==> config.mk <==
export PLATFORM = sky130hd
export DESIGN_NAME = xor_checked_packet_deframer
export DESIGN_NICKNAME = d
export VERILOG_FILES = /design/src/design/xcpd_pkg.sv /design/src/design/xcpd_front.sv /design/src/design/xcpd_queue.sv /design/src/design/xcpd_back.sv /design/src/design/xor_checked_packet_deframer.sv
export SDC_FILE = /design/constraint.sdc
export NUM_CORES = 1
export LEC_CHECK = 0
export ABC_CLOCK_PERIOD_IN_PS = 4700
export BUFFER_PORTS_ARGS = -buffer_cell sky130_fd_sc_hd__buf_2
export CORE_UTILIZATION = 55
export CTS_BUF_LIST = sky130_fd_sc_hd__clkbuf_8
export CTS_CLUSTER_SIZE = 16
export DETAILED_ROUTE_END_ITERATION = 6
export PLACE_DENSITY = 0.79
export RECOVER_POWER = 50
export SYNTH_ARGS = -nofsm -noshare
export SYNTH_HDL_FRONTEND = slang
export SYNTH_SLANG_ARGS = --single-unit
==> constraint.sdc <==
create_clock -name i_clk -period 4.7 [get_ports i_clk]
set_input_delay 0.94 -clock i_clk [delete_from_list [all_inputs] [get_ports i_clk]]
set_output_delay 0.94 -clock i_clk [all_outputs]
set_load 0.05 [all_outputs]
==> src/design/xcpd_pkg.sv <==
// ============================================================================
// Packet deframer package
// Shared types, codes and helpers for the checked packet deframer.
// ============================================================================
package xcpd_pkg;

    typedef enum logic [1:0] {
        OP_DATA    = 2'd0,
        OP_START   = 2'd1,
        OP_CONNECT = 2'd2,
        OP_NONE    = 2'd3
    } t_opcode;

    typedef enum logic [10:0] {
        PH_IDLE    = 11'b000_0000_0001,
        PH_TYPE    = 11'b000_0000_0010,
        PH_SIZE_LO = 11'b000_0000_0100,
        PH_SIZE_HI = 11'b000_0000_1000,
        PH_SEQ_LO  = 11'b000_0001_0000,
        PH_SEQ_HI  = 11'b000_0010_0000,
        PH_PLEN    = 11'b000_0100_0000,
        PH_PAYLOAD = 11'b000_1000_0000,
        PH_PCODE   = 11'b001_0000_0000,
        PH_PVAL    = 11'b010_0000_0000,
        PH_CHECK   = 11'b100_0000_0000
    } t_phase;

    typedef enum logic [1:0] {
        UP_CLOSED  = 2'd0,
        UP_OPENING = 2'd1,
        UP_OPENED  = 2'd2,
        UP_CLOSING = 2'd3
    } t_uplink;

    localparam logic [2:0] PK_END      = 3'd0;
    localparam logic [2:0] PK_OPEN     = 3'd1;
    localparam logic [2:0] PK_CLOSE    = 3'd2;
    localparam logic [2:0] PK_ACK      = 3'd3;
    localparam logic [2:0] PK_BEGIN    = 3'd4;
    localparam logic [2:0] PK_CONTINUE = 3'd5;
    localparam logic [2:0] PK_REQ_UP   = 3'd6;
    localparam logic [2:0] PK_SET_PARM = 3'd7;

    localparam logic [3:0] EV_OPEN        = 4'd0;
    localparam logic [3:0] EV_UP_OPENED   = 4'd1;
    localparam logic [3:0] EV_UP_CLOSED   = 4'd2;
    localparam logic [3:0] EV_DATA_ACK    = 4'd3;
    localparam logic [3:0] EV_MSG_HEADER  = 4'd4;
    localparam logic [3:0] EV_PAYLOAD     = 4'd5;
    localparam logic [3:0] EV_MSG_DONE    = 4'd6;
    localparam logic [3:0] EV_FETCH_LEN   = 4'd7;
    localparam logic [3:0] EV_CHECK_ERR   = 4'd8;
    localparam logic [3:0] EV_UNSUPPORTED = 4'd9;
    localparam logic [3:0] EV_TRUNCATED   = 4'd10;
    localparam logic [3:0] EV_CONNECT     = 4'd11;

    localparam logic [7:0] FETCH_CODE_RESET = 8'd1;

    typedef struct packed {
        logic [3:0]  kind;
        logic [15:0] seq;
        logic [15:0] size;
        logic        begins;
        logic [7:0]  value;
        logic        refused;
    } t_event;

    typedef struct packed {
        logic   valid;
        t_event ev;
    } t_ev_push;

    typedef struct packed {
        logic empty;
        logic full;
    } t_q_stat;

    function automatic t_event make_event(input logic [3:0] kind, input logic [15:0] seq,
                                          input logic [15:0] size, input logic begins,
                                          input logic [7:0] value, input logic refused);
        t_event e;
        e.kind    = kind;
        e.seq     = seq;
        e.size    = size;
        e.begins  = begins;
        e.value   = value;
        e.refused = refused;
        return e;
    endfunction

endpackage

==> src/design/xcpd_front.sv <==
// ============================================================================
// Packet deframer front end
// Accepts input beats, runs the packet parser and link state, emits events.
// ============================================================================
module xcpd_front (
    input  logic             i_clk,
    input  logic             i_rst_n,
    input  logic             i_cfg_wr_en,
    input  logic [7:0]       i_cfg_wr_data,
    input  logic             i_accept,
    input  logic [1:0]       i_opcode,
    input  logic [7:0]       i_data_byte,
    output xcpd_pkg::t_ev_push o_push
);
    import xcpd_pkg::*;

    t_phase      r_phase, n_phase;
    logic [7:0]  r_bytes_left, n_bytes_left;
    logic [7:0]  r_xor, n_xor;
    logic [2:0]  r_kind, n_kind;
    logic [15:0] r_field, n_field;
    logic [15:0] r_held, n_held;
    logic [7:0]  r_payload_left, n_payload_left;
    t_uplink     r_uplink, n_uplink;
    logic        r_down_open, n_down_open;
    logic [7:0]  r_fetch_len, n_fetch_len;
    logic [7:0]  r_size_code;

    t_event      msg_ev_base;
    logic        is_begin;
    logic [7:0]  b;

    assign b        = i_data_byte;
    assign is_begin = (r_kind == PK_BEGIN);
    assign msg_ev_base = make_event(EV_MSG_HEADER, r_field, is_begin ? r_held : 16'd0,
                                    is_begin, 8'd0, 1'b0);

    always_comb begin
        n_phase        = r_phase;
        n_bytes_left   = r_bytes_left;
        n_xor          = r_xor;
        n_kind         = r_kind;
        n_field        = r_field;
        n_held         = r_held;
        n_payload_left = r_payload_left;
        n_uplink       = r_uplink;
        n_down_open    = r_down_open;
        n_fetch_len    = r_fetch_len;
        o_push         = '0;
        if (i_accept) begin
            case (t_opcode'(i_opcode))
                OP_DATA: begin
                    if (r_phase != PH_IDLE) begin
                        n_bytes_left = r_bytes_left - 8'd1;
                        if (r_phase != PH_TYPE && r_phase != PH_CHECK) begin
                            n_xor = r_xor ^ b;
                        end
                        case (r_phase)
                            PH_TYPE: begin
                                if (b == 8'd0) begin
                                    n_phase      = PH_IDLE;
                                    n_bytes_left = 8'd0;
                                end else if (b[7:3] != 5'd0 || b[2:0] == PK_CLOSE
                                             || b[2:0] == PK_REQ_UP) begin
                                    o_push.valid = 1'b1;
                                    o_push.ev    = make_event(EV_UNSUPPORTED, 16'd0, 16'd0,
                                                              1'b0, 8'd0, 1'b0);
                                    n_phase      = PH_IDLE;
                                    n_bytes_left = 8'd0;
                                end else begin
                                    n_kind         = b[2:0];
                                    n_xor          = b;
                                    n_field        = 16'd0;
                                    n_held         = 16'd0;
                                    n_payload_left = 8'd0;
                                    if (b[2:0] == PK_OPEN) begin
                                        n_phase = PH_CHECK;
                                    end else if (b[2:0] == PK_BEGIN) begin
                                        n_phase = PH_SIZE_LO;
                                    end else if (b[2:0] == PK_SET_PARM) begin
                                        n_phase = PH_PCODE;
                                    end else begin
                                        n_phase = PH_SEQ_LO;
                                    end
                                end
                            end
                            PH_SIZE_LO: begin
                                n_held  = {8'd0, b};
                                n_phase = PH_SIZE_HI;
                            end
                            PH_SIZE_HI: begin
                                n_held  = {b, r_held[7:0]};
                                n_phase = PH_SEQ_LO;
                            end
                            PH_SEQ_LO: begin
                                n_field = {8'd0, b};
                                n_phase = PH_SEQ_HI;
                            end
                            PH_SEQ_HI: begin
                                n_field = {b, r_field[7:0]};
                                n_phase = (r_kind == PK_ACK) ? PH_CHECK : PH_PLEN;
                            end
                            PH_PLEN: begin
                                n_payload_left = b;
                                o_push.valid   = 1'b1;
                                o_push.ev      = msg_ev_base;
                                o_push.ev.value = b;
                                n_phase        = (b != 8'd0) ? PH_PAYLOAD : PH_CHECK;
                            end
                            PH_PAYLOAD: begin
                                o_push.valid    = 1'b1;
                                o_push.ev       = msg_ev_base;
                                o_push.ev.kind  = EV_PAYLOAD;
                                o_push.ev.value = b;
                                n_payload_left  = r_payload_left - 8'd1;
                                if (r_payload_left == 8'd1) begin
                                    n_phase = PH_CHECK;
                                end
                            end
                            PH_PCODE: begin
                                n_phase = (b == r_size_code) ? PH_PVAL : PH_TYPE;
                            end
                            PH_PVAL: begin
                                n_field = {8'd0, b};
                                n_phase = PH_CHECK;
                            end
                            PH_CHECK: begin
                                o_push.valid = 1'b1;
                                if (b != r_xor) begin
                                    o_push.ev    = make_event(EV_CHECK_ERR, 16'd0, 16'd0,
                                                              1'b0, 8'd0, 1'b0);
                                    n_phase      = PH_IDLE;
                                    n_bytes_left = 8'd0;
                                end else begin
                                    n_phase = PH_TYPE;
                                    if (r_kind == PK_OPEN) begin
                                        n_down_open = 1'b1;
                                        o_push.ev   = make_event(EV_OPEN, 16'd0, 16'd0,
                                                                 1'b0, 8'd0, 1'b0);
                                    end else if (r_kind == PK_ACK) begin
                                        o_push.ev = make_event(EV_DATA_ACK, r_field, 16'd0,
                                                               1'b0, 8'd0, 1'b0);
                                        if (r_uplink == UP_OPENING) begin
                                            n_uplink       = UP_OPENED;
                                            o_push.ev.kind = EV_UP_OPENED;
                                        end else if (r_uplink == UP_CLOSING) begin
                                            n_uplink       = UP_CLOSED;
                                            o_push.ev.kind = EV_UP_CLOSED;
                                        end
                                    end else if (r_kind == PK_SET_PARM) begin
                                        n_fetch_len = r_field[7:0];
                                        o_push.ev   = make_event(EV_FETCH_LEN, 16'd0, 16'd0,
                                                                 1'b0, r_field[7:0], 1'b0);
                                    end else begin
                                        o_push.ev      = msg_ev_base;
                                        o_push.ev.kind = EV_MSG_DONE;
                                    end
                                end
                            end
                            default: begin
                                n_phase = PH_IDLE;
                            end
                        endcase
                        // The block ran out: a packet cut short reports truncation.
                        if (n_bytes_left == 8'd0 && n_phase != PH_IDLE) begin
                            if (n_phase != PH_TYPE) begin
                                o_push.valid = 1'b1;
                                o_push.ev    = make_event(EV_TRUNCATED, 16'd0, 16'd0,
                                                          1'b0, 8'd0, 1'b0);
                            end
                            n_phase = PH_IDLE;
                        end
                    end
                end
                OP_START: begin
                    if (r_phase != PH_IDLE && r_phase != PH_TYPE) begin
                        o_push.valid = 1'b1;
                        o_push.ev    = make_event(EV_TRUNCATED, 16'd0, 16'd0,
                                                  1'b0, 8'd0, 1'b0);
                    end
                    n_bytes_left = b;
                    n_phase      = (b != 8'd0) ? PH_TYPE : PH_IDLE;
                end
                OP_CONNECT: begin
                    o_push.valid = 1'b1;
                    o_push.ev    = make_event(EV_CONNECT, 16'd0, 16'd0, 1'b0, 8'd0,
                                              r_uplink == UP_OPENED);
                    if (r_uplink != UP_OPENED) begin
                        n_uplink = UP_OPENING;
                    end
                end
                default: begin
                    n_phase = r_phase;
                end
            endcase
        end
    end

    always_ff @(posedge i_clk) begin
        if (!i_rst_n) begin
            r_phase        <= PH_IDLE;
            r_bytes_left   <= 8'd0;
            r_xor          <= 8'd0;
            r_kind         <= PK_END;
            r_field        <= 16'd0;
            r_held         <= 16'd0;
            r_payload_left <= 8'd0;
            r_uplink       <= UP_CLOSED;
            r_down_open    <= 1'b0;
            r_fetch_len    <= 8'd0;
            r_size_code    <= FETCH_CODE_RESET;
        end else begin
            r_phase        <= n_phase;
            r_bytes_left   <= n_bytes_left;
            r_xor          <= n_xor;
            r_kind         <= n_kind;
            r_field        <= n_field;
            r_held         <= n_held;
            r_payload_left <= n_payload_left;
            r_uplink       <= n_uplink;
            r_down_open    <= n_down_open;
            r_fetch_len    <= n_fetch_len;
            if (i_cfg_wr_en) begin
                r_size_code <= i_cfg_wr_data;
            end
        end
    end

endmodule

==> src/design/xcpd_queue.sv <==
// ============================================================================
// Packet deframer event queue
// Small FIFO that decouples the parser from the result stage.
// ============================================================================
module xcpd_queue #(
    parameter int DEPTH = 4
) (
    input  logic               i_clk,
    input  logic               i_rst_n,
    input  xcpd_pkg::t_ev_push i_push,
    input  logic               i_pop,
    output xcpd_pkg::t_event   o_head,
    output xcpd_pkg::t_q_stat  o_stat
);
    import xcpd_pkg::*;

    localparam int PW = (DEPTH > 1) ? $clog2(DEPTH) : 1;
    localparam int CW = $clog2(DEPTH + 1);

    t_event         r_mem [DEPTH];
    logic [PW-1:0]  r_wr_ptr, n_wr_ptr;
    logic [PW-1:0]  r_rd_ptr, n_rd_ptr;
    logic [CW-1:0]  r_count, n_count;
    logic           wr, rd;

    assign wr            = i_push.valid && (r_count != CW'(DEPTH));
    assign rd            = i_pop && (r_count != '0);
    assign o_head        = r_mem[r_rd_ptr];
    assign o_stat.empty  = (r_count == '0);
    assign o_stat.full   = (r_count == CW'(DEPTH));

    always_comb begin
        n_wr_ptr = r_wr_ptr;
        n_rd_ptr = r_rd_ptr;
        n_count  = r_count;
        if (wr) begin
            n_wr_ptr = (r_wr_ptr == PW'(DEPTH - 1)) ? '0 : r_wr_ptr + PW'(1);
        end
        if (rd) begin
            n_rd_ptr = (r_rd_ptr == PW'(DEPTH - 1)) ? '0 : r_rd_ptr + PW'(1);
        end
        if (wr && !rd) begin
            n_count = r_count + CW'(1);
        end else if (rd && !wr) begin
            n_count = r_count - CW'(1);
        end
    end

    always_ff @(posedge i_clk) begin
        if (wr) begin
            r_mem[r_wr_ptr] <= i_push.ev;
        end
    end

    always_ff @(posedge i_clk) begin
        if (!i_rst_n) begin
            r_wr_ptr <= '0;
            r_rd_ptr <= '0;
            r_count  <= '0;
        end else begin
            r_wr_ptr <= n_wr_ptr;
            r_rd_ptr <= n_rd_ptr;
            r_count  <= n_count;
        end
    end

endmodule

==> src/design/xcpd_back.sv <==
// ============================================================================
// Packet deframer result stage
// Moves events from the queue into the output register and hands them out.
// ============================================================================
module xcpd_back (
    input  logic              i_clk,
    input  logic              i_rst_n,
    input  xcpd_pkg::t_event  i_head,
    input  xcpd_pkg::t_q_stat i_stat,
    output logic              o_q_pop,
    input  logic              pop,
    output logic              empty,
    output xcpd_pkg::t_event  o_ev
);
    import xcpd_pkg::*;

    logic   r_valid, n_valid;
    t_event r_ev;
    logic   load;

    assign load    = !i_stat.empty && (!r_valid || pop);
    assign o_q_pop = load;
    assign n_valid = load || (r_valid && !pop);
    assign empty   = !r_valid;
    assign o_ev    = r_ev;

    always_ff @(posedge i_clk) begin
        if (load) begin
            r_ev <= i_head;
        end
    end

    always_ff @(posedge i_clk) begin
        if (!i_rst_n) begin
            r_valid <= 1'b0;
        end else begin
            r_valid <= n_valid;
        end
    end

endmodule

==> src/design/xor_checked_packet_deframer.sv <==
// ============================================================================
// XOR checked packet deframer
// Parses length-prefixed blocks of checksummed packets into a stream of events.
// ============================================================================
// An event passes through the event queue and then the output register to the result ports.
// Throughput: one input beat per cycle, as the parser updates its state for every beat.
// The input stalls only while the event queue of QUEUE_DEPTH entries is full.
// Reset is synchronous and active low; it clears parser, link state and queue,
// and sets the read size code to one.
module xor_checked_packet_deframer #(
    parameter int QUEUE_DEPTH = 4
) (
    input  logic        i_clk,
    input  logic        i_rst_n,
    input  logic        i_cfg_wr_en,
    input  logic [7:0]  i_cfg_wr_data,
    input  logic        push,
    output logic        full,
    input  logic [1:0]  i_opcode,
    input  logic [7:0]  i_data_byte,
    output logic        empty,
    input  logic        pop,
    output logic [3:0]  o_event_kind,
    output logic [15:0] o_seq_number,
    output logic [15:0] o_message_size,
    output logic        o_begins_message,
    output logic [7:0]  o_value_byte,
    output logic        o_connect_refused
);
    import xcpd_pkg::*;

    t_ev_push w_push;
    t_event   w_head;
    t_q_stat  w_stat;
    t_event   w_out;
    logic     w_q_pop;
    logic     w_accept;

    assign full     = w_stat.full;
    assign w_accept = push && !w_stat.full;

    xcpd_front u_front (
        .i_clk         (i_clk),
        .i_rst_n       (i_rst_n),
        .i_cfg_wr_en   (i_cfg_wr_en),
        .i_cfg_wr_data (i_cfg_wr_data),
        .i_accept      (w_accept),
        .i_opcode      (i_opcode),
        .i_data_byte   (i_data_byte),
        .o_push        (w_push)
    );

    xcpd_queue #(
        .DEPTH (QUEUE_DEPTH)
    ) u_queue (
        .i_clk   (i_clk),
        .i_rst_n (i_rst_n),
        .i_push  (w_push),
        .i_pop   (w_q_pop),
        .o_head  (w_head),
        .o_stat  (w_stat)
    );

    xcpd_back u_back (
        .i_clk   (i_clk),
        .i_rst_n (i_rst_n),
        .i_head  (w_head),
        .i_stat  (w_stat),
        .o_q_pop (w_q_pop),
        .pop     (pop),
        .empty   (empty),
        .o_ev    (w_out)
    );

    assign o_event_kind      = w_out.kind;
    assign o_seq_number      = w_out.seq;
    assign o_message_size    = w_out.size;
    assign o_begins_message  = w_out.begins;
    assign o_value_byte      = w_out.value;
    assign o_connect_refused = w_out.refused;

`ifndef SYNTHESIS
    // An event is never offered to a full queue.
    a_no_push_when_full: assert property (@(posedge i_clk) disable iff (!i_rst_n)
        w_push.valid |-> !w_stat.full)
        else $error("event produced while queue full");

    // The result register only fills from a non-empty queue.
    a_load_from_queue: assert property (@(posedge i_clk) disable iff (!i_rst_n)
        (w_stat.empty && (empty || pop)) |=> empty)
        else $error("result appeared without a queued event");

    // A held result carries a defined event code.
    a_kind_range: assert property (@(posedge i_clk) disable iff (!i_rst_n)
        !empty |-> (o_event_kind <= EV_CONNECT))
        else $error("result carries an undefined event code");
`endif

endmodule

---- Word-level counts from Yosys, hierarchy flattened ----
Memory sizes are Yosys's and may differ from the RTL's. A register that Yosys moved wholly into a read port is not among the register bits.
Index checks and enable logic that the tools add are counted.
storage, ports and cells
  flip-flop bits (word level) ............. 88
  memory bits (writable) .................. 184
  input bits .............................. 23
  output and inout port bits .............. 48
  logic and storage cells ................. 187
  memories kept ........................... 1
cells by class
  add/sub/neg operators ................... 6
  equal/unequal tests ..................... 46
  mux-type cells .......................... 69
  bitwise gates (word level) .............. 5
  reduce and logical (&&, ||, !) cells .... 45
memories
  name           depth  bits a word  read ports  clocked after memory_dff  write ports  line              text
  u_queue.r_mem  4      46           1           1                         1            xcpd_queue.sv:20  t_event r_mem [DEPTH];
operators by type and width
  kind                                                     count
  2-to-1 mux 47 bit                                        7
  case mux 47 bit (4 select lines)                         1
  case mux 47 bit (3 select lines)                         1
  2-to-1 mux 46 bit                                        3
  2-to-1 mux 11 bit                                        12
  case mux 11 bit (10 select lines)                        1
  2-to-1 mux 8 bit                                         13
  case mux 16 bit (3 select lines)                         2
  2-to-1 mux 16 bit                                        3
  2-to-1 mux 43 bit                                        1
  case mux 8 bit (2 select lines)                          2
  2-to-1 mux 2 bit                                         12
  case mux 8 bit (3 select lines)                          1
  AND reduction 6 bit                                      4
  inequality test 11 x 1 -> 1 bit (second input constant)  2
  inequality test 11 x 2 -> 1 bit (second input constant)  2
  case mux 11 bit (2 select lines)                         1
  equality test 3 bit (second input constant)              6
  zero test 8 bit                                          2
  subtractor 8 x 1 -> 8 bit (second input constant)        2
  AND reduction 7 bit                                      2
  inequality test 2 bit (second input constant)            6
  nonzero test 3 bit                                       4
  equality test 11 x 10 -> 1 bit (second input constant)   1
  other kinds (42)                                         80

---- Longest topological paths before layout ----
  depth after elaboration ................. 21
  depth in mapped cells ................... 14
  gate-level depth less buffers ........... 12

---- Hierarchy ----
From an unflattened synthesis, not the netlist that was laid out.
unflattened totals
  cells, all modules ...................... 958
  area total of the unflattened synthesis .. 13,529.2 um^2
modules (own cells, without submodules)
  module                       times used  cells each  area each (um^2)  sequential area each (um^2)
  xcpd_queue                   1           291         7,180.6           5,705.5
  xcpd_front                   1           615         4,906.0           1,601.5
  xcpd_back                    1           51          1,428.9           1,401.3
  xor_checked_packet_deframer  1           1           13.8              0.0

---- Worst setup path after synthesis ----
No wires, ideal clock.
  path kind ............................... input-to-reg
  from .................................... input port pop
  to ...................................... register u_queue.r_count[2]
  setup time .............................. 0.076 ns
  arrival time ............................ 4.722 ns
  required time ........................... 4.624 ns
  setup slack ............................. -0.098 ns
  stages on the path ...................... 9
  path buffers ............................ 0
  cell sequence ........................... inv_1 > a21oi_1 > inv_1 > ha_1 > inv_1 > fa_1 > xor2_1 > or3_1 > a21boi_0
on the way
  cells in the longest elaborated chain, start to end .. 6
ends and longest elaborated chain
  item                                                    line                               text
  start, declared                                         xor_checked_packet_deframer.sv:22  input logic pop,
  logical OR 1 bit *                                      xcpd_back.sv:21                    assign load = !i_stat.empty && (!r_valid || pop);
  logical AND 1 bit *                                     xcpd_back.sv:21
  via u_back.o_q_pop                                      xcpd_back.sv:10                    output logic o_q_pop,
  logical AND 1 bit *                                     xcpd_queue.sv:27                   assign rd = i_pop && (r_count != '0);
  zero test 1 bit                                         xcpd_queue.sv:42                   if (wr && !rd) begin
  logical AND 1 bit                                       xcpd_queue.sv:42
  2-to-1 mux 3 bit or nonzero test 2 bit (tied branches)  n/a
  end signal, assigned                                    xcpd_queue.sv:63                   r_count <= n_count;
  end, declared                                           xcpd_queue.sv:23                   logic [CW-1:0] r_count, n_count;
Mark *: on every way through the listed nets, which the timed path passes. The rest lies on a longest branch.
A chain may end at the register's enable or synchronous reset.

---- Worst setup path in the final report ----
  from .................................... register u_front.r_phase[4]
  to ...................................... register u_queue.r_count[2]
on the way
  cells in the longest elaborated chain, start to end .. 15
ends and longest elaborated chain
  item                                                                                  line                                  text
  start, declared                                                                       xcpd_front.sv:17                      t_phase r_phase, n_phase;
  start signal, assigned                                                                xcpd_front.sv:213                     r_phase <= n_phase;
  equality test 11 bit (tied with other cells)                                          xcpd_front.sv:58                      case (r_phase)
  case mux 11 bit (10 select lines) or case mux 8 bit (2 select lines) (tied branches)  xcpd_front.sv:58
  2-to-1 mux 11 bit or 2-to-1 mux 8 bit (tied branches)                                 xcpd_front.sv:53                      if (r_phase != PH_IDLE) begin
  2-to-1 mux 11 bit or 2-to-1 mux 8 bit (tied branches)                                 xcpd_front.sv:51                      case (t_opcode'(i_opcode))
  2-to-1 mux 11 bit or 2-to-1 mux 8 bit (tied branches)                                 xcpd_front.sv:50                      if (i_accept) begin
  inequality test 11 x 2 -> 1 bit (tied with other cells)                               xcpd_front.sv:166                     if (n_phase != PH_TYPE) begin
  2-to-1 mux 47 bit or logical AND 1 bit (tied branches)                                xcpd_front.sv:166, xcpd_front.sv:165
  2-to-1 mux 47 bit                                                                     xcpd_front.sv:165                     if (n_bytes_left == 8'd0 && n_phase != PH_IDLE) begin
  2-to-1 mux 47 bit                                                                     xcpd_front.sv:53
  case mux 47 bit (3 select lines) *                                                    xcpd_front.sv:51
  2-to-1 mux 47 bit *                                                                   xcpd_front.sv:50
  logical AND 1 bit *                                                                   xcpd_queue.sv:26                      assign wr = i_push.valid && (r_count != CW'(DEPTH));
  via u_queue.wr                                                                        xcpd_queue.sv:24                      logic wr, rd;
  zero test 1 bit                                                                       xcpd_queue.sv:44                      end else if (rd && !wr) begin
  logical AND 1 bit                                                                     xcpd_queue.sv:44
  nonzero test 2 bit (no source line)                                                   n/a
Mark *: on every way through the listed nets, which the timed path passes. The rest lies on a longest branch. The select of a mux whose other input is x is not followed.

==> results.yml <==
sta:
  post-route-period-util_pct: 86.1
  fin_setup_tns_ns: 0
  fin_crit_ns: 4.05
  setup_viol: 0
  worst_pin_slew_ns: 3.19
  slew_headroom_pct: -113
  grt_setup_unrepaired: "no"
  fmax_ghz: 0.247
  finalHoldViolations: 0
  drv_slew: 148
  finClkSkew_ns: 0.0418
detailed_routing:
  routedWlPerCell_um: 19.2
  dr.first_iter.drc_count: 753
  drt_first_pass_iters: 7
  finalWirelength_mm: 27.1
  vias: 8293
  drc_errors: 0
  viasPerCell: 5.86
  ant_nets: 0
clock_tree:
  insertion_delay_ns: 0.59
  clk_pin_slew_worst_paths_ns: 0.06
  cts.path.max_buffers: 3
  cts_resized: 0
  cts_tree: "built"
  cts_num_sinks: 318
  cts_inserted_buffers: 50
  cts-hold-fix-buffers: 0
  htreeDepth: 2
  cts_setup_buffers: 0
  cts_root_buffer: "clkbuf_8"
floorplanning:
  ios: 71
  start_util_pct: 56.6
  num_rows: 56
  die_h_um: 158
  core-area_sq_um: 23700
  die_w_um: 158
  dieArea_sq_um: 25000
hold_path:
  min_path_type: "reg2reg"
grt:
  grt_start_max_net_pins: 50
  grt_pass1_vias: 8016
  grt-ovfl-total: 0
  grt_antenna_before_repair: 0
  grt_usage_pct: 22.5
  grt_pass1_wl_mm: 42.4
synth:
  avgSynthCellArea_sq_um: 13.9
  syn_area_sq_um: 13400
  synthArstFlopShare_pct: 0
  ys_types: 64
  seq_area_frac_synth_pct: 64.7
  yosys_warnings: 0
  syn_nets: 1000
  synth_edf_count: 230
  ys.flop_type: "edfxtp_1"
  netlist_instances: 967
  synth-seq-cells: 318
cells_and_area:
  drive_gt1_share_pct: 15.8
  layout.nets: 1089
  fillers: 1848
  antennaDiodeCount: 0
  instances_no_fill: 1416
  fin_util_pct: 63.4
  area_delta_synth_final_pct: 12.1
setup_path:
  required_ns: 5.18
  cp.arrival_ns: 4.53
  critical_path_class: "reg2reg"
  crit_path_end_kind: "flop"
  crit_chain: "nor4_1 > clkbuf_1 > and4_1 > mux2i_1 > o32ai_1 > o41ai_4 > ha_1 > inv_1 > fa_1 > xor2_1 > or3_1 > a21boi_0"
  startpoint_type: "flop"
  max_stage_delay_ns: 0.52
  path_max_fanout: 11
  cpMaxStageDelayCell: "and4_1"
place:
  dp_cells: 1323
  gp_congestion: 0.918
  hpwlAfterDp_mm: 17.1
  io_buffers: 70
outcome:
  status: "finished, violations left"
  failed_checks: "max-capacitance violations, max-slew violations"
power_and_ir_drop:
  ir_worst_vdd_mv: 0.305
  powerDensity_nw_per_um2: 503
  p_leak_nw: 5.01
job:
  drv_cap: 3
[cells by family (layout without fill, tap and decap cells)]
| kind of cell | count (synthesis) | after routing | share of synthesized area, % |
|---|---|---|---|
| buffers and inverters | 78 | 208 | 2.33 |
| multiplexers | 57 | 57 | 8.55 |
| AND/OR/NAND/NOR | 297 | 297 | 12.3 |
| AO/OA/AOI/OAI | 178 | 178 | 9.23 |
| XOR/XNOR | 29 | 29 | 1.90 |
| adder cells (fa/ha/maj) | 10 | 10 | 0.990 |
| flip-flops | 318 | 318 | 64.7 |
[cell usage in the layout, fill, tap and decap left out, types with 22 or more instances in the layout]
master    count
o21ai_0      45
a21boi_0     29
nand3_1      30
clkbuf_1     56
nor2b_1      39
nand2_1      50
clkbuf_8     60
a22oi_1      32
and2_1       37
xnor2_1      23
edfxtp_1    230
inv_1        43
nor2_1       53
mux4_2       46
a21oi_1      22
dfxtp_1      87
[report_power, final]
group / switching (mW) / internal (mW) / leakage, nW / total [mW]
logic: 1.26 / 0.509 / 1.57 / 1.77
clock network: 1.04 / 1.17 / 0.582 / 2.21
registers: 0.174 / 3.41 / 2.86 / 3.58
total: 2.48 / 5.08 / 5.01 / 7.56
[synth_stat cells (all sizes together), types with 8 or more instances]
cell / instances / area share (%)
mux4: 46 / 7.7
or3: 8 / 0.37
ha: 9 / 0.84
a21oi: 23 / 0.86
xnor2: 23 / 1.5
nand4: 13 / 0.61
nand2b: 8 / 0.37
nor2b: 39 / 1.8
and2: 42 / 2.0
clkbuf: 37 / 1.0
o21ai: 47 / 1.8
edfxtp: 230 / 52
dfxtp: 88 / 13
a21boi: 29 / 1.6
a22o: 9 / 0.59
inv: 21 / 0.59
buf: 20 / 0.71
nand3: 30 / 1.1
nor2: 57 / 1.7
nand2: 50 / 1.4
a22oi: 32 / 1.8
nor3: 14 / 0.73
mux2i: 11 / 0.82
[worst max-delay path: cells and delay by family (launching register included)]
kind	cells	cell delay [ns]
AOI/OAI and AO/OA	3	0.87
xor gates and xnor gates	1	0.17
and+or+nand+nor	3	1.11
buffers and inverters	2	0.48
DFF	1	0.36
muxes	1	0.28
adders and majority gates	2	0.67
[final cells by class]
| class | count | area (sq um) | area share (%) |
|---|---|---|---|
| timing repair buffer | 94 | 493 | 3.28 |
| sequential | 318 | 8670 | 57.7 |
| inverter | 21 | 78.8 | 0.525 |
| tap | 319 | 399 | 2.66 |
| clock buffer | 60 | 826 | 5.50 |
| multi-input combinational | 571 | 4400 | 29.3 |
| clock inverter | 33 | 154 | 1.02 |
[flip-flops by register name, indices dropped and copies added, names as in the netlist]
signal / flops
u_back.o_ev: 46
u_back.r_valid: 1
u_front.r_bytes_left: 8
u_front.r_field: 16
u_front.r_held: 16
u_front.r_kind: 3
u_front.r_payload_left: 8
u_front.r_phase: 11
u_front.r_size_code: 8
u_front.r_uplink: 2
u_front.r_xor: 8
u_queue.r_count: 3
u_queue.r_mem: 184
u_queue.r_rd_ptr: 2
u_queue.r_wr_ptr: 2
[metrics by stage]
step                      worst slack, ns  cell area (sq um)  hold slack (ns)  total power, mW
after floorplan                     0.349              13400            0.436             5.03
after global placement              0.517              14200            0.454             5.43
after detailed placement            0.442              14200            0.462             5.46
after CTS                           0.909              15100            0.470             7.67
after global routing                0.416              15000            0.491             7.89
final                               0.653              15000            0.466             7.56
[worst paths after layout]
kind	from	endpoint	slack, ns	cells past startpoint
worst max-delay path	u_front.r_phase[4]$_SDFFE_PN0P_	u_queue.r_count[2]$_SDFFE_PN0P_	0.65	12
worst min-delay path	u_front.r_held[6]$_SDFFE_PN0P_	u_front.r_held[6]$_SDFFE_PN0P_	0.47	2
worst max register to register	u_front.r_phase[4]$_SDFFE_PN0P_	u_queue.r_count[2]$_SDFFE_PN0P_	0.65	12
worst min register to register	u_front.r_held[6]$_SDFFE_PN0P_	u_front.r_held[6]$_SDFFE_PN0P_	0.47	2
[metal layers]
metal / share of wire (%) / up-vias / track usage, %
met5: 0 / - / 0
met4: 2.7 / 0 / 7.69
met3: 6.1 / 66 / 3.83
met2: 49 / 308 / 37.4
met1: 43 / 4069 / 29.9
li1: - / 3850 / -
Note: power is estimated with default switching activity, not from simulation.
